### config.mk
export PLATFORM = sky130hd
export DESIGN_NAME = float_quantize_bit_packer
export DESIGN_NICKNAME = d
export VERILOG_FILES = /design/src/design/fqbp_pkg.sv /design/src/design/fqbp_front.sv /design/src/design/fqbp_code_fifo.sv /design/src/design/fqbp_packer.sv /design/src/design/float_quantize_bit_packer.sv
export SDC_FILE = /design/constraint.sdc
export NUM_CORES = 2
export LEC_CHECK = 0
export BUFFER_PORTS_ARGS = -buffer_cell sky130_fd_sc_hd__buf_2
export CORE_MARGIN = 1.5
export CORE_UTILIZATION = 57
export CTS_CLUSTER_DIAMETER = 150
export DETAILED_ROUTE_END_ITERATION = 8
export PLACE_DENSITY = 0.84
export SYNTH_ARGS = -nofsm -noshare
export SYNTH_HDL_FRONTEND = slang
export SYNTH_HIERARCHICAL = 1
export SYNTH_SLANG_ARGS = --single-unit
### constraint.sdc
create_clock -name clk_i -period 19.8 [get_ports clk_i]
set_input_delay 1.98 -clock clk_i [delete_from_list [all_inputs] [get_ports clk_i]]
set_output_delay 1.98 -clock clk_i [all_outputs]
set_load 0.01 [all_outputs]
### src/design/fqbp_pkg.sv
// Package for the float quantizer and bit packer: payload structs,
// register indexes and sizing constants. Depends on nothing.
`timescale 1ns / 1ps
package fqbp_pkg;

  // Configuration register indexes.
  localparam logic [1:0] CFG_CODE_BITS = 2'd0;
  localparam logic [1:0] CFG_SCALE     = 2'd1;

  localparam logic [4:0]  CODE_BITS_RST = 5'd16;
  localparam logic [31:0] SCALE_RST     = 32'h3F80_0000;

  // Code queue between the quantizer and the packer.
  localparam int unsigned QDepth = 8;
  localparam int unsigned QAw    = $clog2(QDepth);

  // Result queue inside the packer; it must hold two words per item.
  localparam int unsigned ODepth = 4;
  localparam int unsigned OAw    = $clog2(ODepth);

  typedef struct packed {
    logic [31:0] sample_float;
    logic        is_final;
  } in_item_t;

  typedef struct packed {
    logic [63:0] packed_word;
    logic [6:0]  valid_bits;
    logic        last_word;
  } out_item_t;

  typedef struct packed {
    logic [30:0] code;
    logic        is_final;
  } code_item_t;

endpackage

### src/design/fqbp_front.sv
// Quantizer pipeline: float multiply, round to single, round half away
// to an integer, sign and mask. Depends on fqbp_pkg.
`timescale 1ns / 1ps
module fqbp_front (
  input  logic               clk_i,
  input  logic               rst_ni,
  input  logic               in_valid_i,
  input  fqbp_pkg::in_item_t in_item_i,
  input  logic [4:0]         code_bits_i,
  input  logic [31:0]        scale_i,
  output logic               out_valid_o,
  output fqbp_pkg::code_item_t out_item_o
);
  import fqbp_pkg::*;

  // Stage 1: operand decode and mantissa product.
  logic        v1_q, ovf1_q, sgn1_q, fin1_q;
  logic [47:0] p1_q;
  logic [8:0]  es1_q;
  // Stage 2: leading one position.
  logic        v2_q, ovf2_q, sgn2_q, fin2_q, zero2_q;
  logic [47:0] p2_q;
  logic [8:0]  es2_q;
  logic [5:0]  l2_q;
  // Stage 3: normalize and round to 24 significant bits.
  logic        v3_q, ovf3_q, sgn3_q, fin3_q, zero3_q;
  logic [24:0] s3_q;
  logic [9:0]  t3_q;
  // Stage 4: integer rounding, sign, mask.
  logic        v4_q;
  code_item_t  o4_q;

  logic [7:0]  ea, eb;
  logic [23:0] ma, mb;
  logic [7:0]  eea, eeb;
  logic        ovf1_d;
  logic [5:0]  l2_d;
  logic [47:0] n3;
  logic [24:0] s3_d;
  logic [9:0]  t3_d;
  logic [32:0] z4, y4;
  logic [33:0] m4;
  logic [30:0] sv4, mask4;
  logic [31:0] mask_w;
  logic [5:0]  r4;
  logic [30:0] code4_d;

  always_comb begin
    ea     = in_item_i.sample_float[30:23];
    eb     = scale_i[30:23];
    ma     = {ea != 8'd0, in_item_i.sample_float[22:0]};
    mb     = {eb != 8'd0, scale_i[22:0]};
    eea    = (ea == 8'd0) ? 8'd1 : ea;
    eeb    = (eb == 8'd0) ? 8'd1 : eb;
    // Any infinity or NaN operand ends in the overflow pattern.
    ovf1_d = (ea == 8'hFF) || (eb == 8'hFF);
  end

  always_comb begin
    l2_d = '0;
    for (int i = 0; i < 48; i++) begin
      if (p1_q[i]) l2_d = 6'(i);
    end
  end

  always_comb begin
    n3   = p2_q << (6'd47 - l2_q);
    // Round to nearest even on the significand.
    s3_d = {1'b0, n3[47:24]} +
           25'(n3[23] & ((|n3[22:0]) | n3[24]));
    // t is the value's exponent plus 300.
    t3_d = {1'b0, es2_q} + {4'b0, l2_q};
  end

  always_comb begin
    r4      = 6'(10'd330 - t3_q);
    z4      = {s3_q, 8'b0};
    y4      = z4 >> r4;
    m4      = ({1'b0, y4} + 34'd1) >> 1;
    mask_w  = (32'd1 << code_bits_i) - 32'd1;
    mask4   = mask_w[30:0];
    sv4     = sgn3_q ? (31'd0 - m4[30:0]) : m4[30:0];
    code4_d = sv4 & mask4;
    // Overflow gives 0x80000000, whose low 31 bits are zero.
    if (ovf3_q || (t3_q > 10'd330) || zero3_q || (t3_q < 10'd298) ||
        (m4[32:31] != 2'b00)) begin
      code4_d = '0;
    end
  end

  always_ff @(posedge clk_i or negedge rst_ni) begin
    if (!rst_ni) begin
      v1_q <= 1'b0;
      v2_q <= 1'b0;
      v3_q <= 1'b0;
      v4_q <= 1'b0;
    end else begin
      v1_q <= in_valid_i;
      v2_q <= v1_q;
      v3_q <= v2_q;
      v4_q <= v3_q;
    end
  end

  always_ff @(posedge clk_i) begin
    p1_q    <= ma * mb;
    es1_q   <= {1'b0, eea} + {1'b0, eeb};
    ovf1_q  <= ovf1_d;
    sgn1_q  <= in_item_i.sample_float[31] ^ scale_i[31];
    fin1_q  <= in_item_i.is_final;

    p2_q    <= p1_q;
    es2_q   <= es1_q;
    l2_q    <= l2_d;
    zero2_q <= (p1_q == 48'd0);
    ovf2_q  <= ovf1_q;
    sgn2_q  <= sgn1_q;
    fin2_q  <= fin1_q;

    s3_q    <= s3_d;
    t3_q    <= t3_d;
    zero3_q <= zero2_q;
    ovf3_q  <= ovf2_q;
    sgn3_q  <= sgn2_q;
    fin3_q  <= fin2_q;

    o4_q.code     <= code4_d;
    o4_q.is_final <= fin3_q;
  end

  assign out_valid_o = v4_q;
  assign out_item_o  = o4_q;
endmodule

### src/design/fqbp_code_fifo.sv
// Short queue of codes between the quantizer and the packer.
// Depends on fqbp_pkg.
`timescale 1ns / 1ps
module fqbp_code_fifo (
  input  logic                 clk_i,
  input  logic                 rst_ni,
  input  logic                 wr_i,
  input  fqbp_pkg::code_item_t wr_item_i,
  output logic                 rd_valid_o,
  output fqbp_pkg::code_item_t rd_item_o,
  input  logic                 rd_i
);
  import fqbp_pkg::*;

  code_item_t     mem_q [QDepth];
  logic [QAw-1:0] wp_q, rp_q;
  logic [QAw:0]   cnt_q;

  always_ff @(posedge clk_i) begin
    if (wr_i) mem_q[wp_q] <= wr_item_i;
  end

  always_ff @(posedge clk_i or negedge rst_ni) begin
    if (!rst_ni) begin
      wp_q  <= '0;
      rp_q  <= '0;
      cnt_q <= '0;
    end else begin
      if (wr_i) wp_q <= wp_q + 1'b1;
      if (rd_i) rp_q <= rp_q + 1'b1;
      cnt_q <= cnt_q + (QAw+1)'(wr_i) - (QAw+1)'(rd_i);
    end
  end

  assign rd_valid_o = (cnt_q != '0);
  assign rd_item_o  = mem_q[rp_q];
endmodule

### src/design/fqbp_packer.sv
// Bit packer: appends codes into a 64-bit accumulator and queues the
// finished and flushed words. Depends on fqbp_pkg.
`timescale 1ns / 1ps
module fqbp_packer (
  input  logic                 clk_i,
  input  logic                 rst_ni,
  input  logic [4:0]           code_bits_i,
  input  logic                 code_valid_i,
  input  fqbp_pkg::code_item_t code_item_i,
  output logic                 code_pop_o,
  output logic                 empty,
  output fqbp_pkg::out_item_t  out_item_o,
  input  logic                 pop
);
  import fqbp_pkg::*;

  logic [63:0]    acc_q, acc_d;
  logic [5:0]     fill_q, fill_d;
  out_item_t      mem_q [ODepth];
  logic [OAw-1:0] wp_q, rp_q;
  logic [OAw:0]   cnt_q;

  logic [94:0] wide;
  logic [6:0]  sum;
  logic        take, deq, full_word, flush;
  out_item_t   w0, w1, wa, wb;
  logic [1:0]  nwr;

  // An item is taken only when two result slots are free.
  assign take = code_valid_i && (cnt_q <= (OAw+1)'(ODepth - 2));
  assign deq  = pop && !empty;

  always_comb begin
    wide      = {64'b0, code_item_i.code} << fill_q;
    sum       = {1'b0, fill_q} + {2'b0, code_bits_i};
    full_word = sum[6];
    w0.packed_word = acc_q | wide[63:0];
    w0.valid_bits  = 7'd64;
    w0.last_word   = code_item_i.is_final && (sum[5:0] == 6'd0);
    if (full_word) begin
      acc_d = {33'b0, wide[94:64]};
    end else begin
      acc_d = acc_q | wide[63:0];
    end
    fill_d = sum[5:0];
    flush  = code_item_i.is_final && (fill_d != 6'd0);
    w1.packed_word = acc_d;
    w1.valid_bits  = {1'b0, fill_d};
    w1.last_word   = 1'b1;
    wa  = full_word ? w0 : w1;
    wb  = w1;
    nwr = 2'(full_word) + 2'(flush);
  end

  always_ff @(posedge clk_i) begin
    if (take && (nwr != 2'd0)) mem_q[wp_q] <= wa;
    if (take && (nwr == 2'd2)) mem_q[wp_q + 1'b1] <= wb;
  end

  always_ff @(posedge clk_i or negedge rst_ni) begin
    if (!rst_ni) begin
      acc_q  <= '0;
      fill_q <= '0;
      wp_q   <= '0;
      rp_q   <= '0;
      cnt_q  <= '0;
    end else begin
      if (take) begin
        if (code_item_i.is_final) begin
          acc_q  <= '0;
          fill_q <= '0;
        end else begin
          acc_q  <= acc_d;
          fill_q <= fill_d;
        end
        wp_q <= wp_q + OAw'(nwr);
      end
      if (deq) rp_q <= rp_q + 1'b1;
      cnt_q <= cnt_q + (take ? (OAw+1)'(nwr) : '0) - (OAw+1)'(deq);
    end
  end

  assign code_pop_o = take;
  assign empty      = (cnt_q == '0);
  assign out_item_o = mem_q[rp_q];
endmodule

### src/design/float_quantize_bit_packer.sv
// Top level of the float quantizer and bit packer.
// Depends on fqbp_pkg, fqbp_front, fqbp_code_fifo and fqbp_packer.
//
// Input side is a queue: drive in_item_i and push; an item is taken
// on a clock edge with push high and full low. Each item is one IEEE
// single sample and a flag marking the last sample of a buffer.
// Result side is a queue: while empty is low the oldest 64-bit word is
// on out_item_o, and pop takes it. An item yields zero, one or two words.
// Configuration writes (code_bits, scale_float) use cfg_valid_i with
// cfg_ready_o, which is always high; write only while the block is idle.
// From push to the first word on the result side an item passes the
// four quantizer stages (multiply, leading one, round to single, round
// to integer), the code queue and the packer's word queue.
// One item per cycle is sustained while the receiver keeps popping
// words; that rate rests on the packer's accumulator update. The code
// queue holds eight items and full rises once eight items sit in the
// quantizer and queue together, so a stalled receiver backs up to full.
// Reset clears the accumulator, fill count and queues and restores
// code_bits to 16 and scale_float to 1.0.
`timescale 1ns / 1ps
module float_quantize_bit_packer (
  input  logic                clk_i,
  input  logic                rst_ni,
  input  logic                push,
  output logic                full,
  input  fqbp_pkg::in_item_t  in_item_i,
  output logic                empty,
  input  logic                pop,
  output fqbp_pkg::out_item_t out_item_o,
  input  logic                cfg_valid_i,
  output logic                cfg_ready_o,
  input  logic [1:0]          cfg_index_i,
  input  logic [31:0]         cfg_data_i
);
  import fqbp_pkg::*;

  logic [4:0]     code_bits_q;
  logic [31:0]    scale_q;
  logic [QAw:0]   credit_q;
  logic           accept, q_wr, q_valid, q_pop;
  code_item_t     q_wr_item, q_rd_item;

  assign cfg_ready_o = 1'b1;
  assign full        = (credit_q == (QAw+1)'(QDepth));
  assign accept      = push && !full;

  always_ff @(posedge clk_i or negedge rst_ni) begin
    if (!rst_ni) begin
      code_bits_q <= CODE_BITS_RST;
      scale_q     <= SCALE_RST;
      credit_q    <= '0;
    end else begin
      if (cfg_valid_i && (cfg_index_i == CFG_CODE_BITS)) code_bits_q <= cfg_data_i[4:0];
      if (cfg_valid_i && (cfg_index_i == CFG_SCALE))     scale_q     <= cfg_data_i;
      // Items in the quantizer plus items in the code queue.
      credit_q <= credit_q + (QAw+1)'(accept) - (QAw+1)'(q_pop);
    end
  end

  fqbp_front u_front (
    .clk_i       (clk_i),
    .rst_ni      (rst_ni),
    .in_valid_i  (accept),
    .in_item_i   (in_item_i),
    .code_bits_i (code_bits_q),
    .scale_i     (scale_q),
    .out_valid_o (q_wr),
    .out_item_o  (q_wr_item)
  );

  fqbp_code_fifo u_queue (
    .clk_i      (clk_i),
    .rst_ni     (rst_ni),
    .wr_i       (q_wr),
    .wr_item_i  (q_wr_item),
    .rd_valid_o (q_valid),
    .rd_item_o  (q_rd_item),
    .rd_i       (q_pop)
  );

  fqbp_packer u_packer (
    .clk_i        (clk_i),
    .rst_ni       (rst_ni),
    .code_bits_i  (code_bits_q),
    .code_valid_i (q_valid),
    .code_item_i  (q_rd_item),
    .code_pop_o   (q_pop),
    .empty        (empty),
    .out_item_o   (out_item_o),
    .pop          (pop)
  );
endmodule
**Word level (Yosys, flattened, before mapping)**

Memory sizes are Yosys's and may differ from the RTL's.
Cells that the tools add are included.

- Bits in registers: 330
- Bits in writable memories: 544
- Input bits: 72
- Output and inout port bits: 75
- Logic and storage cells: 173
- Memories: 2

- Add/sub/neg operators: 21
- Multipliers: 1
- Order comparisons: 3
- Eq/ne operators: 5
- Shifts and indexed selects: 4
- Muxes and demuxes: 60
- Bitwise gates (word level): 5
- Reduce and logical (&&, ||, !) cells: 33

Memory list:

| memory | depth | bits a word | read ports | clocked after Yosys merged registers in | wr ports | RTL line | source |
|---|---|---|---|---|---|---|---|
| u_packer.mem_q | 4 | 72 | 1 | 0 | 2 | fqbp_packer.sv:19 | `out_item_t mem_q [ODepth];` |
| u_queue.mem_q | 8 | 32 | 1 | 0 | 1 | fqbp_code_fifo.sv:15 | `code_item_t mem_q [QDepth];` |

Operators by type and width:

| operator | count |
|---|---|
| $mux W6 | 31 |
| $mux W64 | 2 |
| $shl A31 B6 Y95 | 1 |
| $mux W72 | 1 |
| $or A64 B64 Y64 | 1 |
| $logic_not A48 Y1 | 1 |
| $mul A24 B24 Y48 | 1 |
| $shl A48 B6 Y48 | 1 |
| $add A33 B1 Y34 const B | 1 |
| $shr A33 B6 Y33 | 1 |
| $mux W4 | 8 |
| $and A31 B31 Y31 | 1 |
| $mux W31 | 1 |
| $shl A1 B5 Y31 const A | 1 |
| $sub A1 B31 Y31 const A | 1 |
| $sub A31 B1 Y31 const B | 1 |
| $add A24 B25 Y25 | 1 |
| $and A1 B25 Y25 | 1 |
| $reduce_or A23 Y1 | 1 |
| $eq A8 B8 Y1 const B | 2 |
| $logic_not A8 Y1 | 2 |
| $mux W8 | 2 |
| $reduce_bool A8 Y1 | 2 |
| $reduce_or A16 Y1 | 1 |
| other kinds (36) | 66 |

**Logic depth before layout (Yosys ltp)**

- Depth after elaboration: 46
- Mapped depth: 30
- Mapped depth without buffers: 29

**Modules after synthesis**

The synthesis kept the hierarchy.

By module, submodules not included:

| module | instances | cells each | area an instance (um2) | seq. area each (um2) |
|---|---|---|---|---|
| fqbp_front | 1 | 3369 | 30757.0 | 4063.9 |
| fqbp_packer | 1 | 1570 | 19471.2 | 10495.1 |
| fqbp_code_fifo | 1 | 422 | 10256.1 | 7937.6 |
| float_quantize_bit_packer | 1 | 104 | 1801.7 | 1036.0 |

**Worst setup path before layout**

No wires, ideal clock.

- Path kind: input to register
- From: in in_item_i[31] (netlist bit)
- To: reg u_front.p1_q[47]
- Data arrival time: 8.957 ns
- Setup slack: 10.771 ns
- Cell stages on the path: 26
- Path buffers: 0
- Cells stage by stage: nor4_1 > nand2_1 > and2_1 > fa_1 > fa_1 > fa_1 > inv_1 > fa_1 > fa_1 > fa_1 > inv_1 > fa_1 > ha_1 > and3_1 > and2_1 > and3_1 > nand3_1 > o211ai_1 > a41oi_1 > o21ai_0 > o21ai_0 > o21ai_0 > a311o_1 > a221o_1 > a21oi_1 > xnor2_1

- Longest elaborated chain between the ends: 2

Ends and longest elaborated chain:

| item | RTL line | source |
|---|---|---|
| start, declared | float_quantize_bit_packer.sv:26 | `input fqbp_pkg::in_item_t in_item_i,` |
| $reduce_bool A8 Y1 | fqbp_front.sv:51 | `ma = {ea != 8'd0, in_item_i.sample_float[22:0]};` |
| $mul A24 B24 Y48 | fqbp_front.sv:106 | `p1_q <= ma * mb;` |
| end signal, assigned | fqbp_front.sv:106 |  |
| end, declared | fqbp_front.sv:18 | `logic [47:0] p1_q;` |

Every way passes these cells.
A chain may end at the register's enable or synchronous reset.

**Final worst setup path**

- From: in in_item_i[10] (netlist bit)
- To: reg u_front.p1_q[46]

- Longest elaborated chain between the ends: 1

Ends and longest elaborated chain:

| item | RTL line |
|---|---|
| $mul A24 B24 Y48 | fqbp_front.sv:106 |

Every way passes these cells.

==> metrics.yaml <==
cp_max_fo: 24
yosys_most_used_dff: "edfxtp_1"
finalSetupTns_ns: 0
worstMarginPinSlew_ns: 1.22
finalSetupViolCount: 0
r2r_cells: 27
grt_max_degree: 78
syn_avg_cell_area_um2: 11.4
cts_buffers: 88
drive_gt1_share_pct: 14.8
syn_inst: 5465
synth_top_area_share_pct: 25.8
worstSetupEndpoint: "u_front/p1_q[46]"
drt_wl_total_mm: 170
critPathArrivalTime_ns: 10.14
fp.dieArea_um2: 111000
max_freq_mhz: 104
hpwlAfterDp_mm: 116
cts_setup_buffers: 0
boundaryPins: 147
crit_path_end_kind: "flop"
timing.max_cap.violations: 0
synth-seq-area-share_pct: 37.8
worstSetupStartpoint: "in_item_i[10]"
hold_buffers: 0
worstPathRequired_ns: 20.35
cts_tree: "yes"
critical_path_class: "in -> reg"
synth_common_cells: "nand2_1 (587), inv_1 (575), edfxtp_1 (536)"
fp.dieH_um: 334
yosysMostFrequentCell: "nand2_1"
synth_area_leaders: "edfxtp_1 (26%), fa_1 (16%), mux4_2 (8.0%), dfxtp_1 (6.6%), dfrtp_1 (5.0%)"
io_buffers: 145
rows: 121
synth_top_area_cell: "edfxtp_1"
whs_path_depth: 0
drc_errors: 0
r2r_end: "u_front/p1_q[46]"
start_util_pct: 57.4
grt_pass1_wl_mm: 264
place.gp.congestion: 0.971
status: "complete, no violations"
min_from: "u_front/es1_q[5]"
r2r_slack_ns: 10.88
ys_warn_count: 6
r2r_start: "scale_q[10]"
start_kind: "input pin"
antenna_found_initial: 8
cts.htree.levels: 3
syn_nets: 6243
dr.pass1.iters: 8
cts_root_buf: "clkbuf_16"
grt_setup_unrepaired: "false"
timing.final.crit_share_pct: 48.4
grt_usage_pct: 30.7
clk_pin_slew_ns: 0.06
wl_per_cell_um: 24.6
grt_overflow: 0
period_needed_ns: 9.59
synth_cell_type_count: 115
maxSlewViolCount: 0
clockBufferDepth: 3
postCtsResizedCells: 0
nNetsFinal: 6210
hold_viol_final: 0
n_fill_cell: 8087
max_slew_margin_pct: 17.6
drt-initial-drc-count: 5319
core_um2: 109000
ys_ff_latch: 874
die_w_um: 334
async_flop_share_pct: 15.1
antenna_left: 0
clock_latency_ns: 0.70
area_delta_synth_final_pct: 7.24
cts_sinks: 874
grt_pass1_vias: 46557
via_per_inst: 6.49
synth_edf_count: 536
hp-class: "reg -> reg"
finalClockSkew_ns: 0.0655
synth_area_um2: 62300
vias: 44951
## worst min path at each step
stage                                   to  slack (ns)
after floorplan           u_front/es2_q[0]        0.31
after global placement    u_front/es2_q[6]        0.31
after detailed placement  u_front/es2_q[8]        0.31
after CTS                 u_front/es2_q[5]        0.32
after global routing        u_front/ovf3_q        0.33
final                     u_front/es2_q[5]        0.31
## cell usage in the layout, fill, tap and decap left out, drive strengths merged, types with 14 or more instances in the layout
cell type / instances
a211oi: 44
a21o: 49
a21oi: 177
a221oi: 16
a22oi: 21
a31oi: 27
and2: 231
and3: 32
buf: 209
clkbuf: 121
clkinv: 27
dfrtp: 124
dfxtp: 206
edfxtp: 536
fa: 488
ha: 218
inv: 585
mux2: 149
mux2i: 111
mux4: 243
nand2: 587
nand2b: 31
nand3: 61
nand4: 24
nor2: 343
nor2b: 27
nor3: 59
nor4: 23
o21a: 20
o21ai: 152
o21bai: 22
o22ai: 130
o31ai: 28
or2: 14
or3: 16
xnor2: 98
xor2: 55
## state kept, by name, summed over array words and instances, names as in the netlist, 6 cells and up
register	count
u_packer/acc_q	64
u_front/l2_q	6
scale_q	32
u_front/s3_q	25
u_packer/mem_q	288
u_front/p1_q	48
u_front/es1_q	9
u_queue/mem_q	256
u_front/out_item_o	32
u_packer/fill_q	6
u_front/es2_q	9
u_front/p2_q	48
u_front/t3_q	10
## critical path: stages
cell and delay [ns]:
buf_2 0.55, nand2_1 0.17, fa_1 0.58, inv_1 0.06, fa_1 0.53, inv_1 0.06
fa_1 0.50, fa_1 0.55, inv_1 0.05, fa_1 0.47, inv_1 0.05, fa_1 0.47
inv_1 0.05, fa_1 0.51, ha_1 0.40, a21o_1 0.21, a21oi_1 0.18, inv_1 0.07
a211o_1 0.28, a311o_1 0.36, a41oi_1 0.37, o21ai_0 0.15, a21oi_1 0.35, o31ai_1 0.12
a21o_1 0.23, a311oi_1 0.44, o21ai_0 0.19, xor2_1 0.17
## through the flow
step                      util, %  instances  setup slack [ns]  instance area [um2]  hold WS [ns]
after floorplan                 -       5465             10.77                62300         0.310
after global placement       58.8       6756              9.83                63900         0.310
after detailed placement     58.8       6756              9.63                63900         0.312
after CTS                    61.5       6921             10.32                66800         0.320
after global routing         61.5       6921              9.82                66800         0.330
final                        61.5       6926             10.21                66800         0.315
## final cells by class
cell class / instances / area, um2 / area share, %
well taps: 1414 / 1770 / 2.65
diodes: 5 / 12.5 / 0.0187
clock buffers: 121 / 2400 / 3.59
flip-flops and latches: 874 / 23600 / 35.3
clock inverters: 44 / 520 / 0.779
multi-input cells: 3679 / 35100 / 52.6
repair buffers: 209 / 1210 / 1.82
inverters: 580 / 2180 / 3.26
## routing by layer
layer  part of all wire [%]  GRT usage (%)  up-vias
met5                  0.016              0        -
met4                    5.7           15.4        4
met3                     10           6.49      670
met2                     48           50.3     3019
met1                     36           38.7    22208
li1                       -              -    19050
## kinds of logic (layout without fill, tap and decap cells)
logic type | Yosys count | after routing | synth area share, %
mux | 503 | 503 | 13.7
xor+xnor | 153 | 153 | 2.24
compound gates | 822 | 822 | 8.95
buf+inv | 912 | 954 | 6.02
simple gates | 1494 | 1494 | 11.3
other cells | 1 | 6 | 0.00602
flops | 874 | 874 | 37.8
fa+ha+maj | 706 | 706 | 20.1
Power is left out: the tool's default activity adds up to more than one toggle a clock period on the data nets, which glitch-free logic cannot reach.
